<file path="config.mk">
export PLATFORM = sky130hd
export DESIGN_NAME = window_sigma_outlier_detector_core
export DESIGN_NICKNAME = d
export VERILOG_FILES = /design/src/hw/rtl/wsod_pkg.sv /design/src/hw/rtl/window_sigma_outlier_detector_core.sv
export VERILOG_INCLUDE_DIRS = /design/src /design/src/hw/rtl
export SDC_FILE = /design/constraint.sdc
export NUM_CORES = 1
export LEC_CHECK = 0
export BUFFER_PORTS_ARGS = -buffer_cell sky130_fd_sc_hd__buf_2
export CAP_MARGIN = 20
export CORE_MARGIN = 2
export CORE_UTILIZATION = 45
export CTS_CLUSTER_SIZE = 12
export DETAILED_ROUTE_END_ITERATION = 16
export GPL_TIMING_DRIVEN = 1
export PLACE_DENSITY = 0.59
export SLEW_MARGIN = 5
export SYNTH_ARGS = -nofsm -noshare
export SYNTH_HDL_FRONTEND = slang
export SYNTH_SLANG_ARGS = --single-unit
export TNS_END_PERCENT = 100
</file>
<file path="constraint.sdc">
create_clock -name clk -period 9.7 [get_ports clk]
set_input_delay 0.485 -clock clk [delete_from_list [all_inputs] [get_ports clk]]
set_output_delay 0.485 -clock clk [all_outputs]
set_load 0.005 [all_outputs]
</file>
<file path="src/hw/rtl/window_sigma_outlier_detector_core_defines.svh">
// Assertion macros shared by the outlier detector RTL.
// Depends on nothing; users supply clk and rst in scope.
`ifndef WINDOW_SIGMA_OUTLIER_DETECTOR_CORE_DEFINES_SVH
`define WINDOW_SIGMA_OUTLIER_DETECTOR_CORE_DEFINES_SVH

// same-cycle implication, disabled during reset
`define WSOD_ASSERT_IMP(label, pre, post) \
  label: assert property (@(posedge clk) disable iff (rst) (pre) |-> (post)) \
    else $error("wsod: same-cycle check failed");

// next-cycle implication, disabled during reset
`define WSOD_ASSERT_NXT(label, pre, post) \
  label: assert property (@(posedge clk) disable iff (rst) (pre) |=> (post)) \
    else $error("wsod: next-cycle check failed");

`endif

</file>
<file path="src/hw/rtl/wsod_pkg.sv">
// Types, widths and constants for the window sigma outlier detector.
// No dependencies.
package wsod_pkg;

  localparam int SAMPLE_W = 8;
  localparam int K_W      = 4;
  localparam int SD_W     = 7;
  localparam int SCORE_W  = 2;
  localparam int VAR_W    = 16;
  localparam int ROOT_W   = 8;

  localparam logic [K_W-1:0] K_RESET = 4'd3;

  // early-warning band edges, inclusive upper bounds
  localparam logic [SAMPLE_W-1:0] WARN_LO3 = 8'd40;
  localparam logic [SAMPLE_W-1:0] WARN_LO1 = 8'd50;
  localparam logic [SAMPLE_W-1:0] WARN_MID = 8'd90;
  localparam logic [SAMPLE_W-1:0] WARN_HI1 = 8'd110;
  localparam logic [SAMPLE_W-1:0] WARN_HI2 = 8'd130;

  typedef enum logic [2:0] {
    ST_IDLE,
    ST_SUM,
    ST_DIV_MEAN,
    ST_SQ,
    ST_DIV_VAR,
    ST_ROOT,
    ST_FINISH
  } st_t;

  function automatic logic [SCORE_W-1:0] warning_of(input logic [SAMPLE_W-1:0] s);
    logic [SCORE_W-1:0] w;
    if (s <= WARN_LO3)      w = 2'd3;
    else if (s <= WARN_LO1) w = 2'd1;
    else if (s <= WARN_MID) w = 2'd0;
    else if (s <= WARN_HI1) w = 2'd1;
    else if (s <= WARN_HI2) w = 2'd2;
    else                    w = 2'd3;
    return w;
  endfunction

endpackage

</file>
<file path="src/hw/rtl/window_sigma_outlier_detector_core.sv">
// Sliding-window outlier detector: window store, serial statistics, band test.
// Depends on wsod_pkg and window_sigma_outlier_detector_core_defines.svh.
//
// Usage:
//   Input channel in_valid/in_stall/sample: one heart-rate request per item.
//   Output channel out_valid/out_stall plus result fields: one result per item.
//   Config channel cfg_valid/cfg_ready/cfg_data writes sigma_multiplier;
//   cfg_ready is always high. Write only while the block is idle.
//   Each item rotates the window twice (sum pass, squared-deviation pass),
//   runs a radix-2 divider by WINDOW_LEN for the mean (8+clog2(N) steps) and
//   the variance (16+clog2(N) steps), then an 8-step bit-pair square root.
//   The window walks, the two divides and the square root run in turn for each
//   item; one item is worked at a time, and in_stall holds off the next
//   request until the block is back in idle.
//   A finished result waits in the output register while the next request is
//   accepted; a result that is ready while the previous one is still stalled
//   holds in the final state until the output register frees.
//   Synchronous reset clears the window, the fill count and out_valid, returns
//   the state to idle, and sets sigma_multiplier to 3.
module window_sigma_outlier_detector_core #(
  parameter int WINDOW_LEN = 5
) (
  input  logic                          clk,
  input  logic                          rst,
  input  logic                          in_valid,
  output logic                          in_stall,
  input  logic [wsod_pkg::SAMPLE_W-1:0] sample,
  output logic                          out_valid,
  input  logic                          out_stall,
  output logic                          outlier,
  output logic                          tested,
  output logic [wsod_pkg::SAMPLE_W-1:0] window_mean,
  output logic [wsod_pkg::SD_W-1:0]     window_sd,
  output logic [wsod_pkg::SCORE_W-1:0]  warning_score,
  input  logic                          cfg_valid,
  output logic                          cfg_ready,
  input  logic [wsod_pkg::K_W-1:0]      cfg_data
);
  import wsod_pkg::*;

  localparam int CW     = $clog2(WINDOW_LEN);
  localparam int SUM_W  = SAMPLE_W + CW;
  localparam int SQ_W   = VAR_W + CW;
  localparam int CNT_W  = $clog2(SQ_W);
  localparam int FILL_W = $clog2(WINDOW_LEN + 1);

  localparam logic [CNT_W-1:0]  WIN_LAST  = CNT_W'(WINDOW_LEN - 1);
  localparam logic [CNT_W-1:0]  MDIV_LAST = CNT_W'(SUM_W - 1);
  localparam logic [CNT_W-1:0]  VDIV_LAST = CNT_W'(SQ_W - 1);
  localparam logic [CNT_W-1:0]  ROOT_LAST = CNT_W'(ROOT_W - 1);
  localparam logic [CW:0]       DIVISOR   = (CW + 1)'(WINDOW_LEN);
  localparam logic [FILL_W-1:0] FILL_FULL = FILL_W'(WINDOW_LEN);

  st_t state, state_next;

  logic [SAMPLE_W-1:0] win [WINDOW_LEN];
  logic [FILL_W-1:0]   fill_count;
  logic [K_W-1:0]      sigma_multiplier;
  logic [SAMPLE_W-1:0] smp;
  logic [CNT_W-1:0]    cnt;
  logic [SUM_W-1:0]    sum;
  logic [SQ_W-1:0]     sq;
  logic [SQ_W-1:0]     q;
  logic [CW-1:0]       div_rem;
  logic [SAMPLE_W-1:0] mean;
  logic [ROOT_W-1:0]   root;
  logic [ROOT_W:0]     root_rem;

  logic                in_acc;
  logic                out_free;
  logic                step_last;
  logic [SUM_W-1:0]    sum_next;
  logic [SAMPLE_W-1:0] diff;
  logic [VAR_W-1:0]    prod;
  logic [SQ_W-1:0]     sq_next;
  logic [CW:0]         div_try;
  logic                div_ge;
  logic [CW-1:0]       div_rem_next;
  logic [SQ_W-1:0]     q_div;
  logic [ROOT_W+2:0]   rt_shift;
  logic [ROOT_W+2:0]   rt_trial;
  logic                rt_ge;
  logic [11:0]         band;
  logic [12:0]         band_hi;
  logic                full;
  logic                outlier_c;

  assign in_stall  = (state != ST_IDLE);
  assign cfg_ready = 1'b1;
  assign in_acc    = in_valid && !in_stall;
  assign out_free  = !out_valid || !out_stall;

  // serial datapath pieces
  assign sum_next = sum + SUM_W'(win[0]);
  assign diff     = (win[0] >= mean) ? (win[0] - mean) : (mean - win[0]);
  assign prod     = VAR_W'(diff) * VAR_W'(diff);
  assign sq_next  = sq + SQ_W'(prod);

  // restoring divide step, constant divisor
  assign div_try      = {div_rem, q[SQ_W-1]};
  assign div_ge       = (div_try >= DIVISOR);
  assign div_rem_next = div_ge ? CW'(div_try - DIVISOR) : CW'(div_try);
  assign q_div        = {q[SQ_W-2:0], div_ge};

  // bit-pair square root step on the low 16 bits of q
  assign rt_shift = {root_rem, q[VAR_W-1 -: 2]};
  assign rt_trial = {1'b0, root, 2'b01};
  assign rt_ge    = (rt_shift >= rt_trial);

  // band test: s < mean - band is s + band < mean
  assign full      = (fill_count == FILL_FULL);
  assign band      = 12'(sigma_multiplier) * 12'(root);
  assign band_hi   = 13'(mean) + 13'(band);
  assign outlier_c = full && ((13'(smp) > band_hi) || (13'(smp) + 13'(band) < 13'(mean)));

  always_ff @(posedge clk) begin
    if (rst) begin
      state <= ST_IDLE;
    end else begin
      state <= state_next;
    end
  end

  always_comb begin
    state_next = state;
    step_last  = 1'b0;
    unique case (state)
      ST_IDLE: begin
        if (in_acc) state_next = ST_SUM;
      end
      ST_SUM: begin
        step_last = (cnt == WIN_LAST);
        if (step_last) state_next = ST_DIV_MEAN;
      end
      ST_DIV_MEAN: begin
        step_last = (cnt == MDIV_LAST);
        if (step_last) state_next = ST_SQ;
      end
      ST_SQ: begin
        step_last = (cnt == WIN_LAST);
        if (step_last) state_next = ST_DIV_VAR;
      end
      ST_DIV_VAR: begin
        step_last = (cnt == VDIV_LAST);
        if (step_last) state_next = ST_ROOT;
      end
      ST_ROOT: begin
        step_last = (cnt == ROOT_LAST);
        if (step_last) state_next = ST_FINISH;
      end
      ST_FINISH: begin
        if (out_free) state_next = ST_IDLE;
      end
      default: state_next = ST_IDLE;
    endcase
  end

  // control registers
  always_ff @(posedge clk) begin
    if (rst) begin
      fill_count       <= '0;
      sigma_multiplier <= K_RESET;
      out_valid        <= 1'b0;
      cnt              <= '0;
      for (int i = 0; i < WINDOW_LEN; i++) win[i] <= '0;
    end else begin
      if (cfg_valid && cfg_ready) sigma_multiplier <= cfg_data;
      cnt <= (state_next != state) ? '0 : cnt + 1'b1;

      if (state == ST_FINISH && out_free) begin
        out_valid <= 1'b1;
        if (!full) fill_count <= fill_count + 1'b1;
      end else if (out_valid && !out_stall) begin
        out_valid <= 1'b0;
      end

      // window rotates through tap 0 during both passes, shifts in on finish
      if (state == ST_SUM || state == ST_SQ) begin
        for (int i = 0; i < WINDOW_LEN - 1; i++) win[i] <= win[i+1];
        win[WINDOW_LEN-1] <= win[0];
      end else if (state == ST_FINISH && out_free) begin
        for (int i = 0; i < WINDOW_LEN - 1; i++) win[i] <= win[i+1];
        win[WINDOW_LEN-1] <= smp;
      end
    end
  end

  // payload registers
  always_ff @(posedge clk) begin
    unique case (state)
      ST_IDLE: begin
        if (in_acc) begin
          smp <= sample;
          sum <= '0;
          sq  <= '0;
        end
      end
      ST_SUM: begin
        sum <= sum_next;
        if (step_last) begin
          q       <= {sum_next, {(SQ_W - SUM_W){1'b0}}};
          div_rem <= '0;
        end
      end
      ST_DIV_MEAN: begin
        q       <= q_div;
        div_rem <= div_rem_next;
        if (step_last) mean <= q_div[SAMPLE_W-1:0];
      end
      ST_SQ: begin
        sq <= sq_next;
        if (step_last) begin
          q        <= sq_next;
          div_rem  <= '0;
          root     <= '0;
          root_rem <= '0;
        end
      end
      ST_DIV_VAR: begin
        q       <= q_div;
        div_rem <= div_rem_next;
      end
      ST_ROOT: begin
        q <= q << 2;
        if (rt_ge) begin
          root_rem <= (ROOT_W + 1)'(rt_shift - rt_trial);
          root     <= {root[ROOT_W-2:0], 1'b1};
        end else begin
          root_rem <= (ROOT_W + 1)'(rt_shift);
          root     <= {root[ROOT_W-2:0], 1'b0};
        end
      end
      ST_FINISH: begin
        if (out_free) begin
          outlier       <= outlier_c;
          tested        <= full;
          window_mean   <= mean;
          window_sd     <= root[SD_W-1:0];
          warning_score <= warning_of(smp);
        end
      end
      default: ;
    endcase
  end

`include "window_sigma_outlier_detector_core_defines.svh"

  `WSOD_ASSERT_NXT(a_accept_starts_sum, in_acc, state == ST_SUM)
  `WSOD_ASSERT_IMP(a_result_from_finish, $rose(out_valid), $past(state == ST_FINISH))
  `WSOD_ASSERT_IMP(a_outlier_needs_test, out_valid && outlier, tested)
  `WSOD_ASSERT_IMP(a_fill_bounded, 1'b1, fill_count <= FILL_FULL)

endmodule

</file>
# ---- After elaboration in Yosys (flattened, before gate mapping)
# Memories as Yosys holds them, arrays and structs flattened.
# Index checks and enable logic that the tools add are counted.
# Widths: inputs -> output; s select.
dict set report op_classes {
  n_addsub 10
  n_mul 2
  magnitude_cmp 10
  eq_ne 16
  n_mux 51
  bitwise_logic 11
  reduce_logical 31
}
# operator n
set ops {}
lappend ops {{$mux 8} 12}
lappend ops {{$pmux 19 s4} 1}
lappend ops {{$mux 19} 3}
lappend ops {{$pmux 19 s2} 1}
lappend ops {{$mux 3} 9}
lappend ops {{$add 8x12->13} 2}
lappend ops {{$pmux 11 s2} 1}
lappend ops {{$pmux 3 s7} 1}
lappend ops {{$add 19x16->19} 1}
lappend ops {{$mux 9} 2}
lappend ops {{$pmux 9 s2} 1}
lappend ops {{$le 8x6->1 const B} 2}
lappend ops {{$le 8x7->1 const B} 2}
lappend ops {{$mul 8x8->16} 1}
lappend ops {{$pmux 8 s2} 1}
lappend ops {{$reduce_and 2->1} 8}
lappend ops {{$sub 8x8->8} 2}
lappend ops {{$gt 8x13->1} 1}
lappend ops {{$lt 13x8->1} 1}
lappend ops {{$mux 1} 13}
lappend ops {{$eq 3x3->1 const B} 4}
lappend ops {{$mul 4x8->12} 1}
lappend ops {{$add 11x8->11} 1}
lappend ops {{$ge 11x10->1} 1}
lappend ops {{other kinds (30)} 59}
dict set report totals {
  reg_bits 120
  ram_bits 40
  in_bits 17
  out_inout_bits 22
  word_cells 151
  n_memories 1
}
# name depth word_bits read_ports rd_ports_with_merged_regs wr line_no
set mem_list {}
lappend mem_list {win 5 8 5 0 5 window_sigma_outlier_detector_core.sv:56} ;# logic [SAMPLE_W-1:0] win [WINDOW_LEN];

# ---- Depth between registers and ports, before layout
dict set report logic_depth {
  word_depth 8
  ltp_mapped 30
  ltp_nobuf 30
}

# ---- Worst setup path after synthesis
# Ideal clock, no wire load.
dict set report synth_timing {
  path_kind {reg2reg}
  from {memory win[0][0]}
  to {register q[18], data pin}
  setup_time_ns 0.268
  arrival_time_ns 6.984
  t_required_ns 9.432
  path_slack_ns 2.448
  path_stages_with_launch 28
  path_cell_list {edfxtp_1 > inv_1 > ha_1 > inv_1 > fa_1 > a21o_2 > a2111oi_4 > nor3_2 > or4_4 > and3_4 > o41a_4 > nand2_4 > nor2_1 > fa_1 > fa_1 > fa_1 > inv_1 > fa_1 > inv_1 > ha_1 > a2111oi_0 > a21oi_1 > o21ai_0 > o311ai_0 > a211oi_1 > xor2_1 > nor2_1 > a2bb2oi_1}
}
# item line_no
set synth_rtl {}
lappend synth_rtl {{start: declaration} window_sigma_outlier_detector_core.sv:56}
lappend synth_rtl {{end signal: assignment} window_sigma_outlier_detector_core.sv:201} ;# q <= {sum_next, {(SQ_W - SUM_W){1'b0}}};
lappend synth_rtl {{end signal: assignment} window_sigma_outlier_detector_core.sv:206} ;# q <= q_div;
lappend synth_rtl {{end signal: assignment} window_sigma_outlier_detector_core.sv:213} ;# q <= sq_next;
lappend synth_rtl {{end: declaration} window_sigma_outlier_detector_core.sv:63} ;# logic [SQ_W-1:0] q;

==> impl_metrics.py <==
metrics = {
    "cells_and_area": {
        "synthesis_to_layout_area_growth_pct": 9.27,
        "antenna_cells_inserted": 0,
        "finalNetCount": 1396,
        "fill_cells": 2384,
        "layout-drive-gt1-share_pct": 8.29,
    },
    "cts": {
        "clock_sinks": 160,
        "insertion_delay_ns": 0.44,
        "clock_tree.root_cell": "sky130_fd_sc_hd__clkbuf_16",
        "post_cts_hold_buffer_count": 0,
        "cts_buffer_depth": 2,
        "numCtsBuffers": 17,
        "clock_tree_from_tritoncts": "built",
        "clkSlewWorstSetupHoldPaths_ns": 0.08,
        "htreeDepth": 4,
        "post_cts.repair.setup_buffers": 0,
        "cts_resized": 0,
    },
    "timing": {
        "period_minus_slack_ns": 8.11,
        "grt_setup_unrepaired": "no",
        "period_utilization_pct": 83.7,
        "maxClockFrequency_mhz": 123,
        "final_hold_slack_ns": 0.218,
        "post-route-worst-setup-slack_ns": 1.59,
        "sum_neg_setup_slack_ns": 0,
        "report.final.setup_viol": 0,
        "worst-slew-pin-transition_ns": 1.03,
        "skew_ns": 0.0132,
        "timing_hold_violations_final": 0,
        "drv_slew": 0,
        "relSlewSlack_pct": 31.0,
    },
    "synthesis": {
        "async_sr_flop_fraction_pct": 0,
        "synth_fp_nets": 1363,
        "yosys_warnings": 0,
        "syn_avg_cell_area_um2": 10.3,
        "synth_seq_cells": 160,
        "synth_cell_types": 71,
        "synthesis.instances": 1161,
        "ys.flop_type": "sky130_fd_sc_hd__edfxtp_1",
        "netlist_area_um2": 11900,
        "seq_area_frac_synth_pct": 39.0,
        "synth-edff-count": 144,
    },
    "floorplanning": {
        "floorplan.rows": 59,
        "starting_density_of_the_core_pct": 45.7,
        "die_width_um": 167,
        "ioPinCount": 39,
        "die_h_um": 167,
        "core_area_um2": 26100,
        "fp.dieArea_um2": 27800,
    },
    "grt": {
        "grt_util_all_layers_pct": 18.9,
        "global_route_wire_length_before_repair_um": 41900,
        "first_global_vias": 8004,
        "grt_antenna_before_repair": 0,
        "global_route.overflow_total": 0,
        "maximum_number_of_pins_on_one_net_before_global_route_repair": 30,
    },
    "worst_setup_path": {
        "critical_path.n_buffers_inverters": 4,
        "worstRegToRegCells": 27,
        "cp_capture_type": "flip-flop",
        "timing_worst_setup_path_type": "flip-flop to flip-flop",
        "worst_ep_arrival_time_ns": 8.27,
        "timing.rr.start": "win[0][0]$_DFFE_PP_",
        "crit_path_max_delay_cell_type": "sky130_fd_sc_hd__o311ai_0",
        "critical_path_cell_count": 27,
        "crit_required_ns": 9.86,
        "worst_path_most_repeated_cell": "sky130_fd_sc_hd__fa_1",
        "timing.critical_path.from_type": "flip-flop",
        "cpPeakStageDelay_ns": 0.81,
        "critPathLaunch": "win[0][0]$_DFFE_PP_",
        "critical-path-top-delay-family": "adder cells",
        "crit_fanout": 9,
    },
    "placed_design": {
        "pre_cts_setup_slack_ns": 1.71,
        "place.port_buffers": 37,
        "dpl.hpwl_um": 19500,
        "final_weighted_congestion_in_routability_driven_placement": 0.853,
    },
    "pwr": {
        "clock_power_share_pct": 20.1,
        "vdd.ir_drop.worst_mv": 0.257,
        "intPower_mw": 1.94,
        "power.share.combinational_pct": 55.7,
        "ratio_of_total_power_to_cell_area_nw_per_um2": 257,
        "power.leakage_nw": 5.71,
        "p_seq_share_pct": 24.3,
        "fraction_of_power_spent_switching_nets_pct": 41.8,
        "netSwitchingPower_mw": 1.40,
    },
    "hold_path": {
        "hold_depth": 1,
        "min-delay-path-class": "primary input to flip-flop",
        "hp-start": "sample[6]",
    },
    "route": {
        "first_iter_violations": 486,
        "detail_route.vias_per_cell": 5.26,
        "via_count": 8116,
        "drt_wl_total_um": 25400,
        "drt_pre_antenna_iters": 7,
        "drc": 0,
        "route.antenna.remaining_nets": 0,
        "wl_per_cell_um": 16.5,
    },
    "run": {
        "cap_viol_max_count": 0,
    },
    "outcome": {
        "run_status": "finished clean",
    },
}
-- cells by family after synthesis --
group	count (synthesis)	share of synthesized area, %
multiplexers	21	1.79
AND/OR/NAND/NOR	351	14.4
AO/OA/AOI/OAI	200	11.6
buffers and inverters	189	6.15
other	1	0.0315
XOR/XNOR	54	4.03
flip-flops	160	39.0
adder cells (fa/ha/maj)	185	23.0
-- synth_stat cells (all sizes together) (5+ instances only) --
library cell	count	area (µm²)
nand2	75	289
nor2b	18	113
o21a	10	75.1
a21oi	52	260
a21o	16	121
a221o	5	50.1
edfxtp	144	4320
nand3	14	70.1
nand2b	15	93.8
a221oi	9	78.8
o211ai	8	60.1
clkbuf	24	100
ha	129	1610
or2	9	56.3
o21ai	37	185
a22o	13	114
fa	56	1120
nor2	124	473
xor2	20	183
a211oi	8	60.1
and3	8	55.1
dfxtp	16	320
and2	49	307
a2bb2oi	5	43.8
nand4	5	31.3
inv	161	604
mux2i	19	190
or3	7	43.8
xnor2	34	298
nor3	17	95.1
-- power groups by stage --
stage | clock, mW | sequential (mW) | combinational, mW
global placement | 0 | 0.826 | 1.83
finish | 0.671 | 0.811 | 1.86
detailed placement | 0 | 0.826 | 1.85
CTS | 0.686 | 0.811 | 1.87
floorplan | 0 | 0.814 | 1.50
global route | 0.710 | 0.815 | 2.16
-- final timing paths --
check                           end  slack (ns)
hold reg to reg   cnt[0]$_SDFF_PP0_        0.47
hold / removal     smp[6]$_DFFE_PP_        0.22
setup reg to reg    q[16]$_DFFE_PP_        1.59
setup / recovery    q[16]$_DFFE_PP_        1.59
-- layout by cell type, fill, tap and decap left out, drive strengths merged, types with 17 or more instances in the layout --
cell / n
ha: 129
edfxtp: 144
nor2b: 18
and2: 49
xor2: 20
clkbuf: 18
mux2i: 19
inv: 171
nor2: 124
fa: 56
buf: 42
a21oi: 52
o21ai: 37
nand2: 75
nor3: 17
xnor2: 34
-- worst reg2reg max path: stages, from the launching register on --
cell and delay (ns):
sky130_fd_sc_hd__edfxtp_1 0.47, sky130_fd_sc_hd__inv_1 0.09, sky130_fd_sc_hd__ha_1 0.14, sky130_fd_sc_hd__inv_1 0.06
sky130_fd_sc_hd__fa_1 0.41, sky130_fd_sc_hd__a21o_2 0.26, sky130_fd_sc_hd__a2111oi_4 0.39, sky130_fd_sc_hd__nor3_2 0.14
sky130_fd_sc_hd__nor2_4 0.21, sky130_fd_sc_hd__mux2_2 0.39, sky130_fd_sc_hd__o211ai_1 0.20, sky130_fd_sc_hd__xnor2_1 0.35
sky130_fd_sc_hd__nor2_1 0.16, sky130_fd_sc_hd__fa_1 0.65, sky130_fd_sc_hd__fa_1 0.47, sky130_fd_sc_hd__fa_1 0.55
sky130_fd_sc_hd__inv_1 0.05, sky130_fd_sc_hd__fa_1 0.53, sky130_fd_sc_hd__inv_1 0.04, sky130_fd_sc_hd__ha_1 0.40
sky130_fd_sc_hd__o21ai_0 0.12, sky130_fd_sc_hd__a21oi_1 0.14, sky130_fd_sc_hd__o21ai_0 0.19, sky130_fd_sc_hd__o311ai_0 0.81
sky130_fd_sc_hd__a31oi_1 0.20, sky130_fd_sc_hd__xor2_1 0.17, sky130_fd_sc_hd__nor2_1 0.07, sky130_fd_sc_hd__a2bb2oi_1 0.17
-- cell type report --
type | instances | area [µm²] | share of cell area, %
clock buffer | 18 | 439 | 3.37
timing repair buffer | 42 | 223 | 1.71
tap | 335 | 419 | 3.22
multi-input combinational | 812 | 6540 | 50.3
sequential | 160 | 4640 | 35.7
inverter | 161 | 604 | 4.64
clock inverter | 14 | 144 | 1.11
-- routing by layer --
metal  track usage (%)  part of all wire, %  vias to the layer above
met2              30.4                   46                      138
met5                 0                    0                        -
met3              3.04                  3.5                       27
met4              4.91                  1.5                        0
li1                  -                    -                     4062
met1              26.7                   49                     3889
-- flip-flops by register name, indices dropped and copies added, names as in the netlist, 7 cells and up --
register / cells
smp: 8
mean: 8
root_rem: 9
root: 8
window_sd: 7
win: 40
q: 19
sum: 11
window_mean: 8
sq: 19
-- per-stage QoR --
step,power [mW],instance area (µm²),instances,utilization (%)
3_3_place_gp,2.66,12400,1510,47.7
6_report,3.34,13000,1542,50.0
2_1_floorplan,2.32,11900,1161,-
5_1_grt,3.68,13000,1542,50.0
4_1_cts,3.37,13000,1542,50.0
3_5_place_dp,2.67,12400,1510,47.7
No activity file was read; power rests on OpenSTA's default activity.
